--- src/hw/rtl/adsr_pkg.sv ---
package adsr_pkg;

  localparam int unsigned FRAME_BITS_DEF = 48;
  localparam int unsigned TIME_BITS_DEF  = 24;

  localparam int unsigned LEVEL_W   = 16;
  localparam int unsigned QUOT_BITS = 15;
  localparam int unsigned OP_W      = 2;
  localparam int unsigned CFG_IDX_W = 3;

  // The serial multiplier takes a signed 17-bit operand so that an unsigned
  // Q1.15 level of exactly 1.0 and a signed amplitude both fit.
  localparam int unsigned MUL_A_W = LEVEL_W + 1;
  localparam int unsigned MUL_B_W = LEVEL_W;
  localparam int unsigned MUL_P_W = MUL_A_W + MUL_B_W;

  localparam logic [LEVEL_W-1:0] ONE_Q15 = 16'h8000;

  localparam int unsigned ATTACK_RST   = 441;
  localparam int unsigned DECAY_RST    = 4410;
  localparam int unsigned DURATION_RST = 22050;
  localparam int unsigned RELEASE_RST  = 4410;
  localparam logic [LEVEL_W-1:0] SUSTAIN_RST = 16'd16384;
  localparam logic [LEVEL_W-1:0] XFADE_RST   = 16'd100;

  typedef enum logic [CFG_IDX_W-1:0] {
    CFG_ATTACK,
    CFG_DECAY,
    CFG_SUSTAIN,
    CFG_DURATION,
    CFG_RELEASE,
    CFG_XFADE
  } adsr_cfg_e;

  typedef enum logic [OP_W-1:0] {
    OP_TICK,
    OP_RETRIG,
    OP_RETRIG_AMP
  } adsr_op_e;

  typedef enum logic [2:0] {
    RG_OUT,
    RG_ATTACK,
    RG_DECAY,
    RG_SUSTAIN,
    RG_RELEASE
  } adsr_region_e;

  typedef enum logic [3:0] {
    ST_IDLE,
    ST_SUB,
    ST_REGION,
    ST_DIV,
    ST_SHAPE,
    ST_ENV_MUL,
    ST_ENV_FIX,
    ST_AMP_MUL,
    ST_LEVEL,
    ST_BLEND_MUL,
    ST_MIX,
    ST_DONE
  } adsr_state_e;

endpackage

--- src/hw/rtl/adsr_if.sv ---
interface adsr_in_if #(
  parameter int unsigned FRAME_BITS = adsr_pkg::FRAME_BITS_DEF
);
  import adsr_pkg::*;

  logic                       valid;
  logic                       ready;
  logic [OP_W-1:0]            opcode;
  logic [FRAME_BITS-1:0]      tick_frame;
  logic [FRAME_BITS-1:0]      start_frame;
  logic signed [LEVEL_W-1:0]  new_amplitude;

  modport source (
    output valid, opcode, tick_frame, start_frame, new_amplitude,
    input  ready
  );

  modport sink (
    input  valid, opcode, tick_frame, start_frame, new_amplitude,
    output ready
  );
endinterface

interface adsr_out_if;
  import adsr_pkg::*;

  logic                       valid;
  logic                       ready;
  logic signed [LEVEL_W-1:0]  level;
  logic                       in_window;
  logic                       fading_now;

  modport source (
    output valid, level, in_window, fading_now,
    input  ready
  );

  modport sink (
    input  valid, level, in_window, fading_now,
    output ready
  );
endinterface

--- src/hw/rtl/adsr_envelope_crossfade.sv ---
// A tick runs through subtraction, region selection and the bit-serial divider,
// then a serial envelope multiplication when it falls in a decay or release ramp,
// the amplitude multiplication and, while a crossfade runs, a blend multiplication.
// One item at a time: the next transfer is taken in the cycle after the result
// is loaded.
// Reset clears the state and the output valid flag and loads the register defaults.
module adsr_envelope_crossfade #(
  parameter int unsigned FRAME_BITS = adsr_pkg::FRAME_BITS_DEF,
  parameter int unsigned TIME_BITS  = adsr_pkg::TIME_BITS_DEF
) (
  input  logic                           clk_i,
  input  logic                           rst_ni,
  input  logic                           cfg_we_i,
  input  logic [adsr_pkg::CFG_IDX_W-1:0] cfg_idx_i,
  input  logic [TIME_BITS-1:0]           cfg_wdata_i,
  adsr_in_if.sink                        item_i,
  adsr_out_if.source                     result_o
);
  import adsr_pkg::*;

  localparam int unsigned CMP_W = FRAME_BITS + 1;

  // Configuration
  logic [TIME_BITS-1:0] attack_q, decay_q, dur_q, rel_q;
  logic [LEVEL_W-1:0]   sustain_q, xfade_q;
  logic [LEVEL_W-1:0]   sus_clamp;
  logic [LEVEL_W-1:0]   xfade_len;

  // Voice state
  logic [FRAME_BITS-1:0]     start_q;
  logic signed [LEVEL_W-1:0] amp_q, last_q, hold_q;
  logic                      fading_q;
  logic [LEVEL_W-1:0]        fade_cnt_q;

  // Sequencer and working registers
  adsr_state_e               state_q, state_d;
  adsr_region_e              region_q, region_d;
  logic [FRAME_BITS-1:0]     frame_q;
  logic [FRAME_BITS:0]       elapsed_q;
  logic [TIME_BITS:0]        ad_sum_q, dr_sum_q;
  logic                      win_q, win_d;
  logic                      sat_q;
  logic [LEVEL_W-1:0]        f_q;
  logic signed [LEVEL_W-1:0] res_q;

  // Output register
  logic                      out_valid_q;
  logic signed [LEVEL_W-1:0] out_level_q;
  logic                      out_win_q, out_fade_q;

  // Datapath wires
  logic                      in_xfer, tick_xfer, retrig_xfer;
  logic                      out_load;
  logic [CMP_W-1:0]          el_x;
  logic [TIME_BITS-1:0]      el_t;
  logic [TIME_BITS-1:0]      env_num, env_den;
  logic                      div_start;
  logic                      div_env_done, div_fade_done;
  logic [QUOT_BITS-1:0]      div_env_q, div_fade_q;
  logic [LEVEL_W-1:0]        qx, one_minus_q;
  logic [LEVEL_W-1:0]        env_d;
  logic                      ramp_mul;

  logic                      mul_a_start, mul_b_start;
  logic signed [MUL_A_W-1:0] mul_a_a, mul_b_a;
  logic [MUL_B_W-1:0]        mul_a_b, mul_b_b;
  logic                      mul_a_done, mul_b_done;
  logic signed [MUL_P_W-1:0] mul_a_p, mul_b_p;
  logic signed [LEVEL_W-1:0] v_d;
  logic [MUL_P_W:0]          mix_sum;

  assign in_xfer     = item_i.valid && item_i.ready;
  assign tick_xfer   = in_xfer && (item_i.opcode == OP_TICK);
  assign retrig_xfer = in_xfer &&
                       ((item_i.opcode == OP_RETRIG) || (item_i.opcode == OP_RETRIG_AMP));

  assign item_i.ready        = (state_q == ST_IDLE);
  assign result_o.valid      = out_valid_q;
  assign result_o.level      = out_level_q;
  assign result_o.in_window  = out_win_q;
  assign result_o.fading_now = out_fade_q;

  assign sus_clamp = (sustain_q > ONE_Q15) ? ONE_Q15 : sustain_q;
  assign xfade_len = (xfade_q == '0) ? LEVEL_W'(1) : xfade_q;

  // Window and ramp selection, evaluated in the region step.
  always_comb begin
    el_x     = {1'b0, elapsed_q[FRAME_BITS-1:0]};
    el_t     = elapsed_q[TIME_BITS-1:0];
    win_d    = !elapsed_q[FRAME_BITS] && (el_x < CMP_W'(dr_sum_q));
    region_d = RG_OUT;
    if (win_d) begin
      if (el_x < CMP_W'(attack_q)) begin
        region_d = RG_ATTACK;
      end else if (el_x < CMP_W'(ad_sum_q)) begin
        region_d = RG_DECAY;
      end else if (el_x < CMP_W'(dur_q)) begin
        region_d = RG_SUSTAIN;
      end else begin
        region_d = RG_RELEASE;
      end
    end
    case (region_d)
      RG_DECAY: begin
        env_num = el_t - attack_q;
        env_den = decay_q;
      end
      RG_RELEASE: begin
        env_num = el_t - dur_q;
        env_den = rel_q;
      end
      default: begin
        env_num = el_t;
        env_den = attack_q;
      end
    endcase
  end

  assign div_start = (state_q == ST_REGION);

  adsr_ser_div #(
    .W(TIME_BITS)
  ) u_div_env (
    .clk_i   (clk_i),
    .rst_ni  (rst_ni),
    .start_i (div_start),
    .num_i   (env_num),
    .den_i   (env_den),
    .done_o  (div_env_done),
    .quot_o  (div_env_q)
  );

  adsr_ser_div #(
    .W(LEVEL_W)
  ) u_div_fade (
    .clk_i   (clk_i),
    .rst_ni  (rst_ni),
    .start_i (div_start),
    .num_i   (fade_cnt_q),
    .den_i   (xfade_len),
    .done_o  (div_fade_done),
    .quot_o  (div_fade_q)
  );

  // Unsigned envelope level in Q1.15.
  always_comb begin
    qx          = {1'b0, div_env_q};
    one_minus_q = ONE_Q15 - qx;
    ramp_mul    = (region_q == RG_DECAY) || (region_q == RG_RELEASE);
    env_d       = '0;
    if (state_q == ST_ENV_FIX) begin
      if (region_q == RG_DECAY) begin
        env_d = mul_a_p[30:15] + ONE_Q15 - qx;
      end else begin
        env_d = mul_a_p[30:15];
      end
    end else begin
      case (region_q)
        RG_ATTACK:  env_d = qx;
        RG_SUSTAIN: env_d = sus_clamp;
        default:    env_d = '0;
      endcase
    end
  end

  assign v_d     = $signed(mul_a_p[30:15]);
  assign mix_sum = {mul_a_p[MUL_P_W-1], mul_a_p} + {mul_b_p[MUL_P_W-1], mul_b_p};

  adsr_ser_mul #(
    .A_W(MUL_A_W),
    .B_W(MUL_B_W)
  ) u_mul_a (
    .clk_i   (clk_i),
    .rst_ni  (rst_ni),
    .start_i (mul_a_start),
    .a_i     (mul_a_a),
    .b_i     (mul_a_b),
    .done_o  (mul_a_done),
    .prod_o  (mul_a_p)
  );

  adsr_ser_mul #(
    .A_W(MUL_A_W),
    .B_W(MUL_B_W)
  ) u_mul_b (
    .clk_i   (clk_i),
    .rst_ni  (rst_ni),
    .start_i (mul_b_start),
    .a_i     (mul_b_a),
    .b_i     (mul_b_b),
    .done_o  (mul_b_done),
    .prod_o  (mul_b_p)
  );

  // Next state
  always_comb begin
    state_d = state_q;
    case (state_q)
      ST_IDLE:      if (tick_xfer) state_d = ST_SUB;
      ST_SUB:       state_d = ST_REGION;
      ST_REGION:    state_d = ST_DIV;
      ST_DIV:       if (div_env_done) state_d = ST_SHAPE;
      ST_SHAPE:     state_d = ramp_mul ? ST_ENV_MUL : ST_AMP_MUL;
      ST_ENV_MUL:   if (mul_a_done) state_d = ST_ENV_FIX;
      ST_ENV_FIX:   state_d = ST_AMP_MUL;
      ST_AMP_MUL:   if (mul_a_done) state_d = ST_LEVEL;
      ST_LEVEL:     state_d = fading_q ? ST_BLEND_MUL : ST_DONE;
      ST_BLEND_MUL: if (mul_a_done) state_d = ST_MIX;
      ST_MIX:       state_d = ST_DONE;
      ST_DONE:      if (out_load) state_d = ST_IDLE;
      default:      state_d = ST_IDLE;
    endcase
  end

  // Sequencer outputs: multiplier starts and operands, output load.
  always_comb begin
    mul_a_start = 1'b0;
    mul_a_a     = '0;
    mul_a_b     = '0;
    mul_b_start = 1'b0;
    mul_b_a     = '0;
    mul_b_b     = '0;
    out_load    = 1'b0;
    case (state_q)
      ST_SHAPE: begin
        mul_a_start = 1'b1;
        if (ramp_mul) begin
          mul_a_a = $signed({1'b0, sus_clamp});
          mul_a_b = (region_q == RG_DECAY) ? qx : one_minus_q;
        end else begin
          mul_a_a = $signed({amp_q[LEVEL_W-1], amp_q});
          mul_a_b = env_d;
        end
      end
      ST_ENV_FIX: begin
        mul_a_start = 1'b1;
        mul_a_a     = $signed({amp_q[LEVEL_W-1], amp_q});
        mul_a_b     = env_d;
      end
      ST_LEVEL: begin
        mul_a_start = fading_q;
        mul_a_a     = $signed({v_d[LEVEL_W-1], v_d});
        mul_a_b     = f_q;
        mul_b_start = fading_q;
        mul_b_a     = $signed({hold_q[LEVEL_W-1], hold_q});
        mul_b_b     = ONE_Q15 - f_q;
      end
      ST_DONE: begin
        out_load = !out_valid_q || result_o.ready;
      end
      default: begin
        out_load = 1'b0;
      end
    endcase
  end

  always_ff @(posedge clk_i or negedge rst_ni) begin
    if (!rst_ni) begin
      attack_q  <= TIME_BITS'(ATTACK_RST);
      decay_q   <= TIME_BITS'(DECAY_RST);
      sustain_q <= SUSTAIN_RST;
      dur_q     <= TIME_BITS'(DURATION_RST);
      rel_q     <= TIME_BITS'(RELEASE_RST);
      xfade_q   <= XFADE_RST;
    end else if (cfg_we_i) begin
      case (cfg_idx_i)
        CFG_ATTACK:   attack_q  <= cfg_wdata_i;
        CFG_DECAY:    decay_q   <= cfg_wdata_i;
        CFG_SUSTAIN:  sustain_q <= cfg_wdata_i[LEVEL_W-1:0];
        CFG_DURATION: dur_q     <= cfg_wdata_i;
        CFG_RELEASE:  rel_q     <= cfg_wdata_i;
        CFG_XFADE:    xfade_q   <= cfg_wdata_i[LEVEL_W-1:0];
        default:      ;
      endcase
    end
  end

  always_ff @(posedge clk_i or negedge rst_ni) begin
    if (!rst_ni) begin
      state_q     <= ST_IDLE;
      start_q     <= '0;
      amp_q       <= '0;
      last_q      <= '0;
      hold_q      <= '0;
      fading_q    <= 1'b0;
      fade_cnt_q  <= '0;
      out_valid_q <= 1'b0;
    end else begin
      state_q <= state_d;
      if (retrig_xfer) begin
        fading_q   <= 1'b1;
        fade_cnt_q <= '0;
        hold_q     <= last_q;
        start_q    <= item_i.start_frame;
        if (item_i.opcode == OP_RETRIG_AMP) begin
          amp_q <= item_i.new_amplitude;
        end
      end
      if (out_load) begin
        out_valid_q <= 1'b1;
        last_q      <= res_q;
        if (fading_q) begin
          if (sat_q) begin
            fading_q <= 1'b0;
          end else begin
            fade_cnt_q <= fade_cnt_q + LEVEL_W'(1);
          end
        end
      end else if (result_o.ready) begin
        out_valid_q <= 1'b0;
      end
    end
  end

  always_ff @(posedge clk_i) begin
    if (tick_xfer) begin
      frame_q <= item_i.tick_frame;
    end
    if (state_q == ST_SUB) begin
      elapsed_q <= {1'b0, frame_q} - {1'b0, start_q};
      ad_sum_q  <= {1'b0, attack_q} + {1'b0, decay_q};
      dr_sum_q  <= {1'b0, dur_q} + {1'b0, rel_q};
    end
    if (state_q == ST_REGION) begin
      region_q <= region_d;
      win_q    <= win_d;
      sat_q    <= (fade_cnt_q >= xfade_len);
    end
    if (state_q == ST_SHAPE) begin
      // A count at or past the crossfade length gives a fraction of one.
      f_q <= sat_q ? ONE_Q15 : {1'b0, div_fade_q};
    end
    if (state_q == ST_LEVEL) begin
      res_q <= v_d;
    end
    if (state_q == ST_MIX) begin
      res_q <= $signed(mix_sum[30:15]);
    end
    if (out_load) begin
      out_level_q <= res_q;
      out_win_q   <= win_q;
      out_fade_q  <= fading_q;
    end
  end

  a_out_from_done : assert property (@(posedge clk_i) disable iff (!rst_ni)
    $rose(out_valid_q) |-> $past(state_q == ST_DONE))
    else $error("result became valid outside the done step");

  a_div_lockstep : assert property (@(posedge clk_i) disable iff (!rst_ni)
    div_env_done == div_fade_done)
    else $error("envelope and fade dividers out of step");

  a_mul_lockstep : assert property (@(posedge clk_i) disable iff (!rst_ni)
    mul_b_done |-> (mul_a_done && state_q == ST_BLEND_MUL))
    else $error("blend multipliers out of step");

  a_silent_outside : assert property (@(posedge clk_i) disable iff (!rst_ni)
    (result_o.valid && !result_o.in_window && !result_o.fading_now)
      |-> (result_o.level == '0))
    else $error("non-zero level outside the window without a crossfade");

endmodule

--- src/hw/rtl/adsr_ser_div.sv ---
module adsr_ser_div #(
  parameter int unsigned W = adsr_pkg::TIME_BITS_DEF
) (
  input  logic                           clk_i,
  input  logic                           rst_ni,
  input  logic                           start_i,
  input  logic [W-1:0]                   num_i,
  input  logic [W-1:0]                   den_i,
  output logic                           done_o,
  output logic [adsr_pkg::QUOT_BITS-1:0] quot_o
);
  import adsr_pkg::*;

  localparam int unsigned CNT_W = $clog2(QUOT_BITS);

  logic [W-1:0]         rem_q, rem_d;
  logic [W-1:0]         den_q;
  logic [QUOT_BITS-1:0] quot_q;
  logic [CNT_W-1:0]     cnt_q;
  logic                 busy_q;
  logic [W:0]           rem2;
  logic [W:0]           diff;
  logic                 ge;

  // One quotient bit per cycle by restoring division. The caller must keep the
  // numerator below the divisor (not enforced here) for a W-bit remainder.
  always_comb begin
    rem2  = {rem_q, 1'b0};
    diff  = rem2 - {1'b0, den_q};
    ge    = (rem2 >= {1'b0, den_q});
    rem_d = ge ? diff[W-1:0] : rem2[W-1:0];
  end

  assign done_o = busy_q && (cnt_q == CNT_W'(QUOT_BITS - 1));
  assign quot_o = quot_q;

  always_ff @(posedge clk_i or negedge rst_ni) begin
    if (!rst_ni) begin
      busy_q <= 1'b0;
      cnt_q  <= '0;
    end else if (start_i) begin
      busy_q <= 1'b1;
      cnt_q  <= '0;
    end else if (busy_q) begin
      busy_q <= !done_o;
      cnt_q  <= cnt_q + CNT_W'(1);
    end
  end

  always_ff @(posedge clk_i) begin
    if (start_i) begin
      rem_q <= num_i;
      den_q <= den_i;
    end else if (busy_q) begin
      rem_q  <= rem_d;
      quot_q <= {quot_q[QUOT_BITS-2:0], ge};
    end
  end

endmodule

--- src/hw/rtl/adsr_ser_mul.sv ---
module adsr_ser_mul #(
  parameter int unsigned A_W = adsr_pkg::MUL_A_W,
  parameter int unsigned B_W = adsr_pkg::MUL_B_W
) (
  input  logic                        clk_i,
  input  logic                        rst_ni,
  input  logic                        start_i,
  input  logic signed [A_W-1:0]       a_i,
  input  logic [B_W-1:0]              b_i,
  output logic                        done_o,
  output logic signed [A_W+B_W-1:0]   prod_o
);
  import adsr_pkg::*;

  localparam int unsigned CNT_W = $clog2(B_W);

  logic signed [A_W-1:0] a_q;
  logic signed [A_W:0]   hi_q, hi_d;
  logic [B_W-1:0]        lo_q, lo_d;
  logic signed [A_W:0]   addend;
  logic signed [A_W:0]   sum;
  logic [CNT_W-1:0]      cnt_q;
  logic                  busy_q;

  // Shift-add, least significant multiplier bit first. The multiplier
  // shifts out of lo while the low product bits shift in behind it.
  always_comb begin
    addend = lo_q[0] ? $signed({a_q[A_W-1], a_q}) : '0;
    sum    = hi_q + addend;
    hi_d   = sum >>> 1;
    lo_d   = {sum[0], lo_q[B_W-1:1]};
  end

  assign done_o = busy_q && (cnt_q == CNT_W'(B_W - 1));
  assign prod_o = $signed({hi_q[A_W-1:0], lo_q});

  always_ff @(posedge clk_i or negedge rst_ni) begin
    if (!rst_ni) begin
      busy_q <= 1'b0;
      cnt_q  <= '0;
    end else if (start_i) begin
      busy_q <= 1'b1;
      cnt_q  <= '0;
    end else if (busy_q) begin
      busy_q <= !done_o;
      cnt_q  <= cnt_q + CNT_W'(1);
    end
  end

  always_ff @(posedge clk_i) begin
    if (start_i) begin
      a_q  <= a_i;
      hi_q <= '0;
      lo_q <= b_i;
    end else if (busy_q) begin
      hi_q <= hi_d;
      lo_q <= lo_d;
    end
  end

endmodule

--- src/flat_wrapper.sv ---
// flat-port wrapper written by rule: the top's interface ports become plain ports
module adsr_envelope_crossfade_flat import adsr_pkg::*;
#(
  parameter int unsigned FRAME_BITS = adsr_pkg::FRAME_BITS_DEF,
  parameter int unsigned TIME_BITS  = adsr_pkg::TIME_BITS_DEF
)
  (clk_i, rst_ni, cfg_we_i, cfg_idx_i, cfg_wdata_i, item_i_valid, item_i_opcode, item_i_tick_frame, item_i_start_frame, item_i_new_amplitude, item_i_ready, result_o_valid, result_o_level, result_o_in_window, result_o_fading_now, result_o_ready);
  adsr_in_if #(.FRAME_BITS(FRAME_BITS)) item_i_i ();
  adsr_out_if result_o_i ();
  input  logic clk_i;
  input  logic rst_ni;
  input  logic cfg_we_i;
  input  logic [adsr_pkg::CFG_IDX_W-1:0] cfg_idx_i;
  input  logic [TIME_BITS-1:0] cfg_wdata_i;
  input wire logic [$bits(item_i_i.valid)-1:0] item_i_valid;
  input wire logic [$bits(item_i_i.opcode)-1:0] item_i_opcode;
  input wire logic [$bits(item_i_i.tick_frame)-1:0] item_i_tick_frame;
  input wire logic [$bits(item_i_i.start_frame)-1:0] item_i_start_frame;
  input wire logic [$bits(item_i_i.new_amplitude)-1:0] item_i_new_amplitude;
  output wire logic [$bits(item_i_i.ready)-1:0] item_i_ready;
  output wire logic [$bits(result_o_i.valid)-1:0] result_o_valid;
  output wire logic [$bits(result_o_i.level)-1:0] result_o_level;
  output wire logic [$bits(result_o_i.in_window)-1:0] result_o_in_window;
  output wire logic [$bits(result_o_i.fading_now)-1:0] result_o_fading_now;
  input wire logic [$bits(result_o_i.ready)-1:0] result_o_ready;
  assign item_i_i.valid = item_i_valid;
  assign item_i_i.opcode = item_i_opcode;
  assign item_i_i.tick_frame = item_i_tick_frame;
  assign item_i_i.start_frame = item_i_start_frame;
  assign item_i_i.new_amplitude = item_i_new_amplitude;
  assign item_i_ready = item_i_i.ready;
  assign result_o_valid = result_o_i.valid;
  assign result_o_level = result_o_i.level;
  assign result_o_in_window = result_o_i.in_window;
  assign result_o_fading_now = result_o_i.fading_now;
  assign result_o_i.ready = result_o_ready;
  adsr_envelope_crossfade #(.FRAME_BITS(FRAME_BITS), .TIME_BITS(TIME_BITS)) u_core (.clk_i(clk_i), .rst_ni(rst_ni), .cfg_we_i(cfg_we_i), .cfg_idx_i(cfg_idx_i), .cfg_wdata_i(cfg_wdata_i), .item_i(item_i_i), .result_o(result_o_i));
endmodule
--- config.mk ---
export PLATFORM = sky130hd
export DESIGN_NAME = adsr_envelope_crossfade_flat
export DESIGN_NICKNAME = d
export VERILOG_FILES = /design/src/hw/rtl/adsr_pkg.sv /design/src/hw/rtl/adsr_if.sv /design/src/hw/rtl/adsr_envelope_crossfade.sv /design/src/hw/rtl/adsr_ser_div.sv /design/src/hw/rtl/adsr_ser_mul.sv /design/src/flat_wrapper.sv
export SDC_FILE = /design/constraint.sdc
export NUM_CORES = 2
export LEC_CHECK = 0
export BUFFER_PORTS_ARGS = -buffer_cell sky130_fd_sc_hd__buf_4
export CORE_UTILIZATION = 40
export CTS_BUF_LIST = sky130_fd_sc_hd__clkbuf_16
export DETAILED_ROUTE_END_ITERATION = 8
export RECOVER_POWER = 100
export SYNTH_ARGS = -nofsm -noshare
export SYNTH_HDL_FRONTEND = slang
export SYNTH_SLANG_ARGS = --single-unit
--- constraint.sdc ---
create_clock -name clk_i -period 30.4 [get_ports clk_i]
set_clock_uncertainty 0.2 [all_clocks]
set_input_delay 4.56 -clock clk_i [delete_from_list [all_inputs] [get_ports clk_i]]
set_output_delay 4.56 -clock clk_i [all_outputs]
set_load 0.05 [all_outputs]
**Word-level counts from Yosys, hierarchy flattened**

Index checks and enable logic that the tools add are counted.

- Register bits after elaboration: 677
- Logic and storage cells: 217
- Output and inout port bits: 20
- Input bits: 146

- Multiplexer cells: 70
- Bitwise logic cells: 1
- Equal/unequal tests: 34
- $add $sub $neg: 19
- Reduce and logical (&&, ||, !) cells: 38
- Order comparisons: 8

Operators by type and width:

| kind | number |
|---|---|
| 16-bit 2-to-1 mux | 21 |
| 48-bit by 24-bit < comparator with 1-bit output | 2 |
| 48-bit by 25-bit < comparator with 1-bit output | 2 |
| 24-bit case mux with 2 select lines | 2 |
| 24-bit 2-to-1 mux | 3 |
| 24-bit subtractor | 3 |
| 4-bit 2-to-1 mux | 14 |
| 17-bit case mux with 3 select lines | 1 |
| 24-bit by 24-bit adder with 25-bit output | 2 |
| 48-bit by 48-bit subtractor with 49-bit output | 1 |
| 16-bit case mux with 3 select lines | 1 |
| 4-bit case mux with 12 select lines | 1 |
| 17-bit by 18-bit adder with 18-bit output | 2 |
| 18-bit 2-to-1 mux | 2 |
| 4-bit equality test (second input constant) | 8 |
| 16-bit case mux with 2 select lines | 1 |
| 31-bit adder | 1 |
| 25-bit by 24-bit >= comparator with 1-bit output | 1 |
| 2-bit AND reduction | 9 |
| 17-bit by 16-bit >= comparator with 1-bit output | 1 |
| 17-bit 2-to-1 mux | 1 |
| 16-bit by 1-bit adder with 16-bit output (second input constant) | 1 |
| 16-bit adder (second input constant) | 1 |
| 4-bit by 1-bit adder with 4-bit output (second input constant) | 4 |
| other kinds (31) | 85 |

**Logic depth before layout (Yosys ltp)**

- Depth after elaboration: 8
- Mapped depth: 25
- Gate-level depth less buffers: 25

**Hierarchy**

A second synthesis with hierarchy kept.

- Cells, all modules: 4051
- Area total of the unflattened synthesis: 41683.7 µm²

By module, submodules not included:

| module | area an instance (µm²) | sequential area each (µm²) | cells an instance | times used |
|---|---|---|---|---|
| adsr_envelope_crossfade | 28723.8 | 12256.8 | 2868 | 1 |
| adsr_ser_div at u_core.u_div_env | 4142.7 | 2016.9 | 383 | 1 |
| adsr_ser_mul at u_core.u_mul_a | 2996.6 | 1456.4 | 280 | 1 |
| adsr_ser_mul at u_core.u_mul_b | 2952.8 | 1456.4 | 267 | 1 |
| adsr_ser_div at u_core.u_div_fade | 2867.8 | 1536.5 | 253 | 1 |

**Least setup slack after synthesis**

No wires, ideal clock.

- Kind: reg-to-reg
- Start: reg u_core.state_q[0]
- End: reg u_core.ad_sum_q[0] (enable)
- Clock period less this slack: 12.074 ns
- Buffers on the path: 2
- Library setup time: 0.836 ns
- Path slack: 18.326 ns
- Required time: 29.364 ns
- Stages on the path, launching flop included: 4
- Arrival time: 11.038 ns
- Cells stage by stage: dfrtp_1 clkbuf_1 clkbuf_1 nor4b_1

- Word-level cells in the longest chain between the ends: 1

Ends and longest elaborated chain:

| item | RTL line | source |
|---|---|---|
| start, declared | adsr_envelope_crossfade.sv:36 | `adsr_state_e state_q, state_d;` |
| start signal, assigned | adsr_envelope_crossfade.sv:289 | `state_q <= state_d;` |
| 4-bit by 1-bit equality test with 1-bit output | adsr_envelope_crossfade.sv:319 | `if (state_q == ST_SUB) begin` |
| end signal, assigned | adsr_envelope_crossfade.sv:321 | `ad_sum_q <= {1'b0, attack_q} + {1'b0, decay_q};` |
| end, declared | adsr_envelope_crossfade.sv:40 | `logic [TIME_BITS:0] ad_sum_q, dr_sum_q;` |

No other way between the ends.
A chain may end at the register's enable or synchronous reset.

==> flow_summary_export.csv <==
group,metric,value,unit
floorplanning,die_h,319.7,microns
logic_synthesis,ys_ff_latch,677,
worst_setup_path,critPathBufInv,3,
sta,max_slew_margin,-2.399,
power_and_ir_drop,p_total,2.342,mW
route,ant_nets,0,
floorplanning,core_area,100000,sq um
worst_setup_path,path_delay_family,"buffers and inverters",
worst_setup_path,startpoint_type,"input pin",
clock_tree,cts_setup_buffers,0,
status,violations,"max-capacitance violations, max-slew violations",
final_layout,layout-drive-gt1-share,0.1051,
power_and_ir_drop,pwr_density_cell,51.96,nW/um^2
logic_synthesis,ys.flop_type,"edfxtp_1",
sta,hold_viol_final,0,
sta,post-route-min-period,13700,ps
worst_setup_path,path_class,"input pin to asynchronous set/reset pin",
floorplanning,boundaryPins,166,
clock_tree,tritoncts,"yes",
clock_tree,clkLatencyLatePin,650,ps
placement,placedCellCount,5265,
sta,setup_viol,0,
min_path,hold_class,"flip-flop to flip-flop",
route,drc_errors,0,
floorplanning,dieArea,102200,sq um
logic_synthesis,postSynthAreaPerCell,10.34,sq um
clock_tree,clkTransAtPathRegs,60,ps
logic_synthesis,netlist_instances,3906,
sta,finalSetupTns,0,ps
logic_synthesis,async_flop_share,0.3929,
clock_tree,cts_buffer_depth,3,
global_route,grt_use_total,0.2110,
power_and_ir_drop,max-vdd-ir-drop,0.04240,mV
global_route,grt_remaining_overflow,0,
clock_tree,clock-sinks,677,
worst_setup_path,crit_required,30150,ps
clock_tree,cts_resized,0,
logic_synthesis,synth.cell_area,40380,sq um
final_layout,num_antenna_cells,0,
sta,fmax,0.07297,GHz
final_layout,final_core_util,0.4507,
clock_tree,numCtsBuffers,77,
route,vias,29536,
worst_setup_path,worstPathArrival,13460,ps
sta,finalCritPeriodShare,0.4508,
logic_synthesis,ys_seq_area_frac,0.4629,
final_layout,layout_commonest_cell,"edfxtp_1",
floorplanning,rows,116,
sta,slew_violations,1054,
clock_tree,root_buffer,"clkbuf_16",
logic_synthesis,synth_edf_count,377,
route,drt_iter0_drc,2077,
final_layout,syn_to_final_growth,11.63,%
route,drt_wl_total,108.3,mm
sta,rsz0062_at_grt,"false",
power_and_ir_drop,leakagePower,19.34,nW
worst_setup_path,crit_path_end_kind,"asynchronous set/reset pin",
worst_setup_path,slowest_stage,"clkbuf_1",
global_route,antenna_found_initial,6,
status,status,"finished, violations left",
worst_setup_path,crit_top_cell,"clkbuf_1",
floorplanning,die_w,319.7,microns
global_route,grt_max_degree,93,
route,drtPass1Iterations,6,
floorplanning,start_util,0.4038,
final_layout,fin_nets,4573,
sta,fin_ws,16700,ps
final_layout,stdcell_count,5407,
worst_setup_path,max_stage_delay,3470,ps
logic_synthesis,yosys_warnings,0,
worst_setup_path,crit_chain,"clkbuf_1 -> clkbuf_1 -> clkbuf_1",
logic_synthesis,synth_cell_type_count,90,
global_route,first_global_vias,28888,
logic_synthesis,synth_nets,4433,
placement,pre_cts_slack,23240,ps
clock_tree,h-tree-depth,3,
route,wire_per_inst,20.04,microns
route,via_per_inst,5.463,
sta,max_slew.worst_pin.slew,5099,ps
placement,finalWeightedCongestion,0.9084,
placement,dp_hpwl,80.46,mm
worst_setup_path,crit_fanout,92,
global_route,grt_pass1_wl,168.3,mm
final_layout,final_cell_mix,"edfxtp_1 (377), ha_1 (372), inv_1 (329)",
clock_tree,hold_buffers,0,
run,maxCapViolCount,22,
placement,port-buffer-count,165,
-- state kept, by name, summed over array words and instances, names as in the netlist, 25 cells and up --
| register | flops |
|---|---|
| u_core.ad_sum_q | 25 |
| u_core.dr_sum_q | 25 |
| u_core.elapsed_q | 49 |
| u_core.frame_q | 48 |
| u_core.start_q | 48 |
-- final timing paths --
path / cells past startpoint / startpoint / endpoint / slack, ps
worst min register to register: 0 / u_core.win_q / u_core.result_o.in_window / 230
max in group clk_i: 6 / item_i_opcode[1] / u_core.start_q[39] / 21640
worst max register to register: 22 / u_core.elapsed_q[23] / u_core.u_div_env.rem_q[23] / 22180
min in group asynchronous: 1 / rst_ni / u_core.result_o.valid / 5600
worst max-delay path: 3 / rst_ni / u_core.start_q[4] / 16700
worst min-delay path: 0 / u_core.win_q / u_core.result_o.in_window / 230
-- logic make-up after synthesis --
family | after synthesis | synth area share
fa+ha+maj | 381 | 0.1197
flops | 677 | 0.4629
xor+xnor | 215 | 0.04663
compound gates | 983 | 0.1555
simple gates | 1005 | 0.1200
mux | 195 | 0.05265
buf+inv | 450 | 0.04254
-- layer usage --
layer,track usage,up-vias,part of all wire
li1,-,14447,-
met1,0.2804,14190,0.45
met2,0.3575,729,0.48
met3,0.02957,170,0.046
met4,0.05897,0,0.028
met5,0,-,0
-- per-stage QoR --
step                      area, sq um  hold WS, ps
after floorplan                 40380        200.3
after global placement          43020        227.3
after detailed placement        43020        219.2
after CTS                       45450        219.4
after global routing            45070        236.6
final                           45070        233.6
-- report_power, final --
group	leakage (nW)	switching [mW]	internal [mW]
sequential	6.59	0.0458	1.03
clock	1.25	0.396	0.516
combinational	11.5	0.194	0.163
total	19.3	0.636	1.71
-- layout make-up --
cell class,count,area [sq um]
clock inverters,63,459.2
clock buffers,79,1977
inverters,312,1171
repair buffers,199,1257
fillers,9527,54930
flip-flops and latches,677,18690
well taps,1298,1624
multi-input cells,2779,19890
-- synthesized netlist by cell type (28+ instances only) --
master / instances / area share
edfxtp_1: 377 / 0.28
ha_1: 372 / 0.12
nand2_1: 322 / 0.030
inv_1: 310 / 0.029
a21oi_1: 263 / 0.033
nor2_1: 241 / 0.022
dfrtp_1: 238 / 0.15
o21ai_0: 237 / 0.029
xnor2_1: 145 / 0.031
mux2_2: 139 / 0.039
clkbuf_1: 118 / 0.011
a21o_1: 113 / 0.021
xor2_1: 70 / 0.015
and2_1: 65 / 0.010
nor3_1: 57 / 0.0071
mux2i_1: 56 / 0.014
nand3_1: 56 / 0.0069
nor2b_1: 55 / 0.0085
a22oi_1: 45 / 0.0084
nand2b_1: 44 / 0.0068
nand4_1: 37 / 0.0057
o21a_1: 36 / 0.0067
dfxtp_1: 34 / 0.017
o22ai_1: 31 / 0.0048
a211oi_1: 30 / 0.0056
dfstp_2: 28 / 0.018
No activity file was read; power rests on OpenSTA's default activity.
